`src/cbs_pkg.sv`:
```
// Shared types, field widths and command codes of the credit-based shaper.
package cbs_pkg;

  localparam int FRAME_BITS_WIDTH = 14;
  localparam int CREDIT_WIDTH_DEF = 32;
  localparam int CFG_WIDTH = 16;

  localparam logic [2:0] OP_TICK = 3'd0;
  localparam logic [2:0] OP_GATE_CHANGE = 3'd1;
  localparam logic [2:0] OP_FRAME_ENQUEUED = 3'd2;
  localparam logic [2:0] OP_SEND_FRAME = 3'd3;
  localparam logic [2:0] OP_TX_DONE = 3'd4;

  localparam logic REG_IDLE_CREDIT = 1'b0;
  localparam logic REG_SEND_FRACTION = 1'b1;

  localparam logic [CFG_WIDTH-1:0] IDLE_CREDIT_RESET = 16'd256;
  localparam logic [CFG_WIDTH-1:0] SEND_FRACTION_RESET = 16'd32768;

  typedef struct packed {
    logic [2:0]                  op;
    logic                        gate_open;
    logic                        frame_ready;
    logic [FRAME_BITS_WIDTH-1:0] frame_bits;
  } req_t;

  typedef struct packed {
    logic signed [31:0] credit_now;
    logic               eligible;
    logic               notify;
    logic [1:0]         shaper_mode;
  } res_t;

endpackage

```
`src/credit_based_shaper.sv`:
```
// Credit-based shaper for one traffic class: request register, credit update and result register.
//
// Requests arrive on req_valid/req_ready with one event each: tick, gate change,
// frame enqueued, send frame or transmission done. Every request produces exactly
// one result on res_valid/res_ready carrying the credit, eligibility, the notify
// pulse and the shaper mode after that event.
// A request is registered in the cycle it is accepted; the send product of frame
// bits and send fraction is formed there. The credit and mode update in the next
// stage, where the result register is loaded together with them.
// One request is accepted in every cycle while results are taken; the rate is set
// by the combinational credit add or subtract feeding back into the credit register.
// When the receiver stalls, the result register holds its result; the request
// register takes one more request only if it was empty, and req_ready drops.
// The user must write configuration through cfg_we, cfg_index and cfg_data only
// while no request is in flight; the block does not enforce it. Reset zeroes the
// credit, sets idle mode and default registers and empties both stages.
module credit_based_shaper #(
  parameter int CREDIT_WIDTH = cbs_pkg::CREDIT_WIDTH_DEF
) (
  input  logic                           clk,
  input  logic                           rst,
  input  logic                           req_valid,
  output logic                           req_ready,
  input  cbs_pkg::req_t                  req,
  output logic                           res_valid,
  input  logic                           res_ready,
  output cbs_pkg::res_t                  res,
  input  logic                           cfg_we,
  input  logic                           cfg_index,
  input  logic [cbs_pkg::CFG_WIDTH-1:0]  cfg_data
);
  import cbs_pkg::*;

  localparam int SPEND_WIDTH = FRAME_BITS_WIDTH + CFG_WIDTH - 8;
  localparam int PROD_WIDTH = FRAME_BITS_WIDTH + CFG_WIDTH;
  localparam logic signed [CREDIT_WIDTH-1:0] CreditFloor = CREDIT_WIDTH'(-256);
  localparam logic signed [CREDIT_WIDTH-1:0] CreditMax = {1'b0, {(CREDIT_WIDTH-1){1'b1}}};
  localparam logic signed [CREDIT_WIDTH-1:0] CreditMin = {1'b1, {(CREDIT_WIDTH-1){1'b0}}};

  typedef enum logic [1:0] {
    MODE_IDLE  = 2'd0,
    MODE_SPEND = 2'd1,
    MODE_EARN  = 2'd2
  } mode_t;

  logic [CFG_WIDTH-1:0] idle_credit;
  logic [CFG_WIDTH-1:0] send_fraction;

  logic                   s1_valid;
  req_t                   s1;
  logic [SPEND_WIDTH-1:0] spend;
  logic [PROD_WIDTH-1:0]  product;

  logic signed [CREDIT_WIDTH-1:0] credit;
  logic signed [CREDIT_WIDTH-1:0] credit_next;
  mode_t                          mode;
  mode_t                          mode_next;
  logic                           notify_next;

  logic                           s2_adv;
  logic signed [CREDIT_WIDTH:0]   sum_add;
  logic signed [CREDIT_WIDTH:0]   sum_sub;
  logic signed [CREDIT_WIDTH-1:0] credit_add;
  logic signed [CREDIT_WIDTH-1:0] credit_sub;
  logic                           ok_now;
  logic [63:0]                    credit_ext;

  assign s2_adv = !res_valid || res_ready;
  assign req_ready = !s1_valid || s2_adv;
  assign product = FRAME_BITS_WIDTH'(req.frame_bits) * send_fraction;

  always_ff @(posedge clk) begin
    if (rst) begin
      idle_credit <= IDLE_CREDIT_RESET;
      send_fraction <= SEND_FRACTION_RESET;
    end else if (cfg_we) begin
      case (cfg_index)
        REG_IDLE_CREDIT: idle_credit <= cfg_data;
        REG_SEND_FRACTION: send_fraction <= cfg_data;
        default: ;
      endcase
    end
  end

  always_ff @(posedge clk) begin
    if (rst) begin
      s1_valid <= 1'b0;
    end else if (req_ready) begin
      s1_valid <= req_valid;
    end
    if (req_ready && req_valid) begin
      s1 <= req;
      spend <= product[PROD_WIDTH-1:8];
    end
  end

  always_comb begin
    sum_add = {credit[CREDIT_WIDTH-1], credit} + (CREDIT_WIDTH+1)'(idle_credit);
    sum_sub = {credit[CREDIT_WIDTH-1], credit} - (CREDIT_WIDTH+1)'(spend);
    credit_add = (sum_add[CREDIT_WIDTH] != sum_add[CREDIT_WIDTH-1]) ? CreditMax
                                                                   : sum_add[CREDIT_WIDTH-1:0];
    credit_sub = (sum_sub[CREDIT_WIDTH] != sum_sub[CREDIT_WIDTH-1]) ? CreditMin
                                                                   : sum_sub[CREDIT_WIDTH-1:0];
    ok_now = credit > CreditFloor;
    credit_next = credit;
    mode_next = mode;
    notify_next = 1'b0;
    case (s1.op)
      OP_TICK: begin
        if (mode == MODE_EARN) begin
          credit_next = credit_add;
          notify_next = !ok_now && (credit_add > CreditFloor) && s1.frame_ready;
        end
      end
      OP_GATE_CHANGE: begin
        if (s1.gate_open) begin
          if (mode == MODE_IDLE && s1.frame_ready) mode_next = MODE_EARN;
        end else if (mode == MODE_EARN) begin
          mode_next = MODE_IDLE;
        end
      end
      OP_FRAME_ENQUEUED: begin
        if (mode == MODE_IDLE && s1.gate_open) mode_next = MODE_EARN;
        notify_next = ok_now && s1.frame_ready;
      end
      OP_SEND_FRAME: begin
        credit_next = credit_sub;
        mode_next = MODE_SPEND;
      end
      OP_TX_DONE: begin
        if (mode == MODE_SPEND) begin
          if (!s1.frame_ready && ok_now) begin
            credit_next = '0;
            mode_next = MODE_IDLE;
          end else if (s1.frame_ready && s1.gate_open) begin
            mode_next = MODE_EARN;
          end else begin
            mode_next = MODE_IDLE;
          end
        end
      end
      default: ;
    endcase
    credit_ext = {{(64-CREDIT_WIDTH){credit_next[CREDIT_WIDTH-1]}}, credit_next};
  end

  always_ff @(posedge clk) begin
    if (rst) begin
      res_valid <= 1'b0;
      credit <= '0;
      mode <= MODE_IDLE;
    end else if (s2_adv) begin
      res_valid <= s1_valid;
      if (s1_valid) begin
        credit <= credit_next;
        mode <= mode_next;
      end
    end
    if (s2_adv && s1_valid) begin
      res.credit_now <= credit_ext[31:0];
      res.eligible <= credit_next > CreditFloor;
      res.notify <= notify_next;
      res.shaper_mode <= mode_next;
    end
  end

  a_notify_eligible: assert property (@(posedge clk) disable iff (rst)
    (res_valid && res.notify) |-> res.eligible)
    else $error("notify raised on an ineligible result");

  a_accept_fills: assert property (@(posedge clk) disable iff (rst)
    (req_valid && req_ready) |=> s1_valid)
    else $error("accepted request lost from request register");

  a_s1_holds: assert property (@(posedge clk) disable iff (rst)
    (s1_valid && !s2_adv) |=> (s1_valid && $stable(s1) && $stable(spend)))
    else $error("request register changed while stalled");

  a_spend_mode: assert property (@(posedge clk) disable iff (rst)
    (s1_valid && s2_adv && s1.op == OP_SEND_FRAME) |=> (mode == MODE_SPEND))
    else $error("send did not enter spending mode");

endmodule
```
`config.mk`:
```
export PLATFORM = sky130hd
export DESIGN_NAME = credit_based_shaper
export DESIGN_NICKNAME = d
export VERILOG_FILES = /design/src/cbs_pkg.sv /design/src/credit_based_shaper.sv
export SDC_FILE = /design/constraint.sdc
export NUM_CORES = 1
export LEC_CHECK = 0
export ABC_AREA = 1
export BUFFER_PORTS_ARGS = -buffer_cell sky130_fd_sc_hd__buf_2
export CAP_MARGIN = 25
export CORE_ASPECT_RATIO = 0.6
export CORE_MARGIN = 1.5
export CORE_UTILIZATION = 57
export DETAILED_ROUTE_END_ITERATION = 8
export HOLD_SLACK_MARGIN = 0.08
export PLACE_DENSITY = 0.74
export RECOVER_POWER = 25
export SYNTH_ARGS = -nofsm -noshare
export SYNTH_HDL_FRONTEND = slang
export SYNTH_SLANG_ARGS = --single-unit
export TNS_END_PERCENT = 50
```
`constraint.sdc`:
```
create_clock -name clk -period 8.4 [get_ports clk]
set_input_delay 2.1 -clock clk [delete_from_list [all_inputs] [get_ports clk]]
set_output_delay 2.1 -clock clk [all_outputs]
set_load 0.01 [all_outputs]
```
* Yosys cells after proc, flatten, opt, wreduce, memory -nomap -nowiden
Cells that the tools add are included.
Storage, ports and cells: logic and storage cells 65, register bits 131, bits of input ports 41, output and inout bits 38
Operators by class: reductions and logical operators 20, muxes and demuxes 16, bitwise operators 1, equal/unequal tests 8, multiply operators 1, add/sub/neg operators 2, magnitude comparators 3
Operators by type and width (count):
- $mux W32 | 5
- $gt A32 B9 Y1 const B | 3
- $pmux W32 S3 | 1
- $add A32 B17 Y33 | 1
- $sub A32 B23 Y33 | 1
- $mul A14 B16 Y30 | 1
- $mux W2 | 7
- $logic_and A1 B1 Y1 | 9
- $pmux W2 S4 | 1
- $eq A3 B2 Y1 const B | 2
- $reduce_and A2 Y1 | 3
- $logic_not A1 Y1 | 4
- $eq A3 B1 Y1 const B | 1
- $eq A3 B3 Y1 const B | 1
- $logic_not A3 Y1 | 1
- $eq A2 B1 Y1 const B | 1
- $eq A2 B2 Y1 const B | 1
- $logic_not A2 Y1 | 1
- $logic_or A1 B1 Y1 | 2
- $ne A1 B1 Y1 | 2
- $pmux W1 S2 | 1
- $mux W1 | 1
- $not A1 Y1 | 1

* Logic depth before layout (Yosys ltp)
depth after elaboration 8, gate-level depth with buffers 30, depth with buffers taken out 28

* Worst setup path before layout
OpenSTA, ideal clock, no wires.
path type input to register, start point input req[4] in the netlist's numbering, end point register spend[17], data pin, cell stages on the path 30, data required time 8.140 ns, arrival 7.417 ns, library setup time 0.260 ns, buffers on the path 2, slack 0.723 ns, path through clkbuf_1 > clkbuf_1 > nand2_1 > inv_1 > fa_1 > inv_1 > fa_1 > inv_1 > fa_1 > inv_1 > fa_1 > inv_1 > fa_1 > inv_1 > fa_1 > inv_1 > ha_1 > nand2_1 > nor2_1 > o21ai_0 > o211ai_1 > a21oi_1 > inv_1 > a21oi_1 > inv_1 > nand3_1 > nand2_1 > nand2_1 > nand2_1 > xor2_1
On the way: word-level cells in the longest chain between the ends 1
RTL lines:
- start, declared | RTL line credit_based_shaper.sv:24 | input cbs_pkg::req_t req,
- $mul A14 B16 Y30 | RTL line credit_based_shaper.sv:70 | assign product = FRAME_BITS_WIDTH'(req.frame_bits) * send_fraction;
- net product[25] | RTL line credit_based_shaper.sv:52 | logic [PROD_WIDTH-1:0] product;
- end signal, assigned | RTL line credit_based_shaper.sv:93 | spend <= product[PROD_WIDTH-1:8];
- end, declared | RTL line credit_based_shaper.sv:51 | logic [SPEND_WIDTH-1:0] spend;
The timed path passes the listed nets, and every way through them passes these cells. A chain may end at the register's enable or synchronous reset.

* Worst setup path in the final report
Same ends and word-level chain as after synthesis.

==> impl_metrics.json <==
{
  "status": "complete, but fails checks",
  "violations": "max-capacitance violations, max-slew violations",
  "first_global_vias": 15600,
  "cts_resized": 0,
  "die_y_um": 138,
  "cts_hold_buf": 0,
  "hold_class": "reg2reg",
  "antenna_found_initial": 1,
  "die-area_um2": 31300,
  "p_per_area_nw_per_um2": 207,
  "synth_cells": 2548,
  "maxCapViolations": 2,
  "path_class": "in2reg",
  "ios": 79,
  "synth_fp_nets": 2887,
  "yosysWarningCount": 0,
  "core.rowCount": 49,
  "hold_viol": 0,
  "cts_made_buffers": 17,
  "cp_max_fo": 16,
  "ant_nets": 0,
  "endpoint_kind": "flop",
  "drive_above_1_share_pct": 5.79,
  "dr.pass1.iters": 8,
  "p_leak_nw": 10.4,
  "grt_max_degree": 59,
  "critPathBufInv": 10,
  "start_util_pct": 57.8,
  "utilization_pct": 61.8,
  "cpMostUsedCell": "inv_1",
  "synth-seq-area-share_pct": 18.9,
  "wl_per_cell_um": 19.6,
  "grt_pass1_wl_um": 89500,
  "antenna_cells": 0,
  "postSynth.asyncResetShare_pct": 0,
  "ir_drop_v": 0.000156,
  "fin_crit_sh_pct": 91.5,
  "max_slew_margin_pct": -38.2,
  "cts_max_path_buffers": 2,
  "vias": 17000,
  "fmax_mhz": 130,
  "yosysUniqueCellTypes": 50,
  "cpPeakStageDelay_ns": 0.53,
  "avgSynthCellArea_um2": 6.77,
  "synth_area_um2": 17200,
  "cts-root-buf": "clkbuf_16",
  "area_growth_pct": 7.07,
  "period_minus_slack_ns": 7.68,
  "finalWeightedCongestion": 1.04,
  "cts_tree": "yes",
  "worst_pin_slew_ns": 2.07,
  "grt-ovfl-total": 0,
  "core_um2": 29900,
  "required_ns": 8.60,
  "cts.clk_slew.worst_paths_ns": 0.07,
  "startpoint_type": "input pin",
  "drv_slew": 71,
  "cp.arrival_ns": 7.88,
  "synth_edf_count": 63,
  "die_x_um": 228,
  "cts_sinks": 131,
  "grtUsageTotal_pct": 38.9,
  "cpMaxStageDelayCell": "fa_1",
  "drc_errors": 0,
  "drtIter0Drc": 2066,
  "via_per_inst": 5.65,
  "hpwl_um": 48400,
  "nets": 2918,
  "clk_latency_ns": 0.46,
  "rsz0062_at_grt": "no",
  "cpLargestDelayFamily": "adder cells",
  "setup_violations": 0,
  "wirelength_um": 58800,
  "postCtsSetupRepairBufs": 0,
  "numPortBuffers": 78,
  "fin_worst_skew_ns": 0.0126,
  "postSynth.topFlopCell": "dfxtp_1",
  "htreeDepth": 4,
  "setup_tns_ns": 0,
  "ys_ff_latch": 131
}
final timing paths:
check	start	to	slack (ns)	cells after the start
max	req[4]	spend[17]$_DFFE_PP_	0.72	29
min reg2reg	idle_credit[8]$_SDFFE_PP1P_	idle_credit[8]$_SDFFE_PP1P_	0.49	2
min	idle_credit[8]$_SDFFE_PP1P_	idle_credit[8]$_SDFFE_PP1P_	0.49	2
max reg2reg	send_fraction[5]$_SDFFE_PP0P_	spend[21]$_DFFE_PP_	1.85	20
final cells by class:
cell class / count / area (µm²)
sequential: 131 / 3250
clock buffer: 17 / 425
timing repair buffer: 90 / 467
fill: 2863 / 11400
inverter: 576 / 2160
tap: 408 / 510
clock inverter: 15 / 154
multi-input combinational: 1763 / 11500
cells in the final DEF, fill, tap and decap left out, types with 10 or more instances in the layout:
cell type / instances
a21oi_1: 115
buf_2: 73
buf_4: 10
clkbuf_16: 17
dfxtp_1: 68
edfxtp_1: 63
fa_1: 166
ha_1: 132
inv_1: 571
nand2_1: 742
nand2_2: 10
nand3_1: 145
nand4_1: 19
nor2_1: 203
nor3_1: 29
o211ai_1: 10
o21ai_0: 97
xnor2_1: 11
xor2_1: 17
tightest hold or removal path, stage by stage, from the launching register on:
cell and delay, ns:
dfxtp_1 0.32, nand2_1 0.06, nand3_1 0.05
sequential cells by signal, summed over array words and instances, names as in the netlist:
name and count:
s1_valid 1, idle_credit 16, send_fraction 16, mode 2, s1 5, credit 32
res 36, spend 22, res_valid 1
synth_stat cells (all sizes together) (6+ instances only):
library cell,number,area [µm²]
nor3,29,145
nand3,148,763
buf,13,85.1
nor2,213,852
nand4,19,119
o21bai,6,45.0
nand3b,7,52.6
o211ai,10,75.1
ha,132,1650
nand2,754,2870
edfxtp,63,1890
a21oi,119,626
fa,166,3320
nor4,7,43.8
xnor2,11,96.3
o21ai,98,490
dfxtp,68,1360
xor2,17,149
clkbuf,65,245
inv,575,2160
stage by stage:
step                      instance area [µm²]  hold slack [ns]  total power, mW  setup WS [ns]  std cells
after floorplan                         17200            0.435             2.42          0.723       2548
after global routing                    18500            0.506             4.12          0.383       3000
final                                   18500            0.487             3.82          0.715       3000
after global placement                  17900            0.472             2.97          0.410       2967
after CTS                               18500            0.491             3.77          0.812       3000
after detailed placement                17900            0.476             3.00          0.346       2968
cell families (layout without fill, tap and decap cells):
group,count (synthesis),after routing,share of synthesized area (%)
AOI/OAI and AO/OA,255,255,8.14
xor gates and xnor gates,28,28,1.42
adders and majority gates,298,298,28.8
buffers and inverters,654,698,14.5
DFF,131,131,18.9
and+or+nand+nor,1182,1182,28.3
per-layer routing:
metal | GRT usage (%) | part of all wire (%)
met1 | 61.6 | 46
met3 | 16.9 | 18
met5 | 0.645 | 0
met4 | 7.36 | 1.2
met2 | 46.8 | 35
report_power, final:
| group | switching [mW] | internal, mW |
|---|---|---|
| sequential | 0.0914 | 0.815 |
| clock | 0.354 | 0.397 |
| combinational | 1.44 | 0.722 |
| total | 1.89 | 1.93 |
Power figures use the tool's default switching activity.
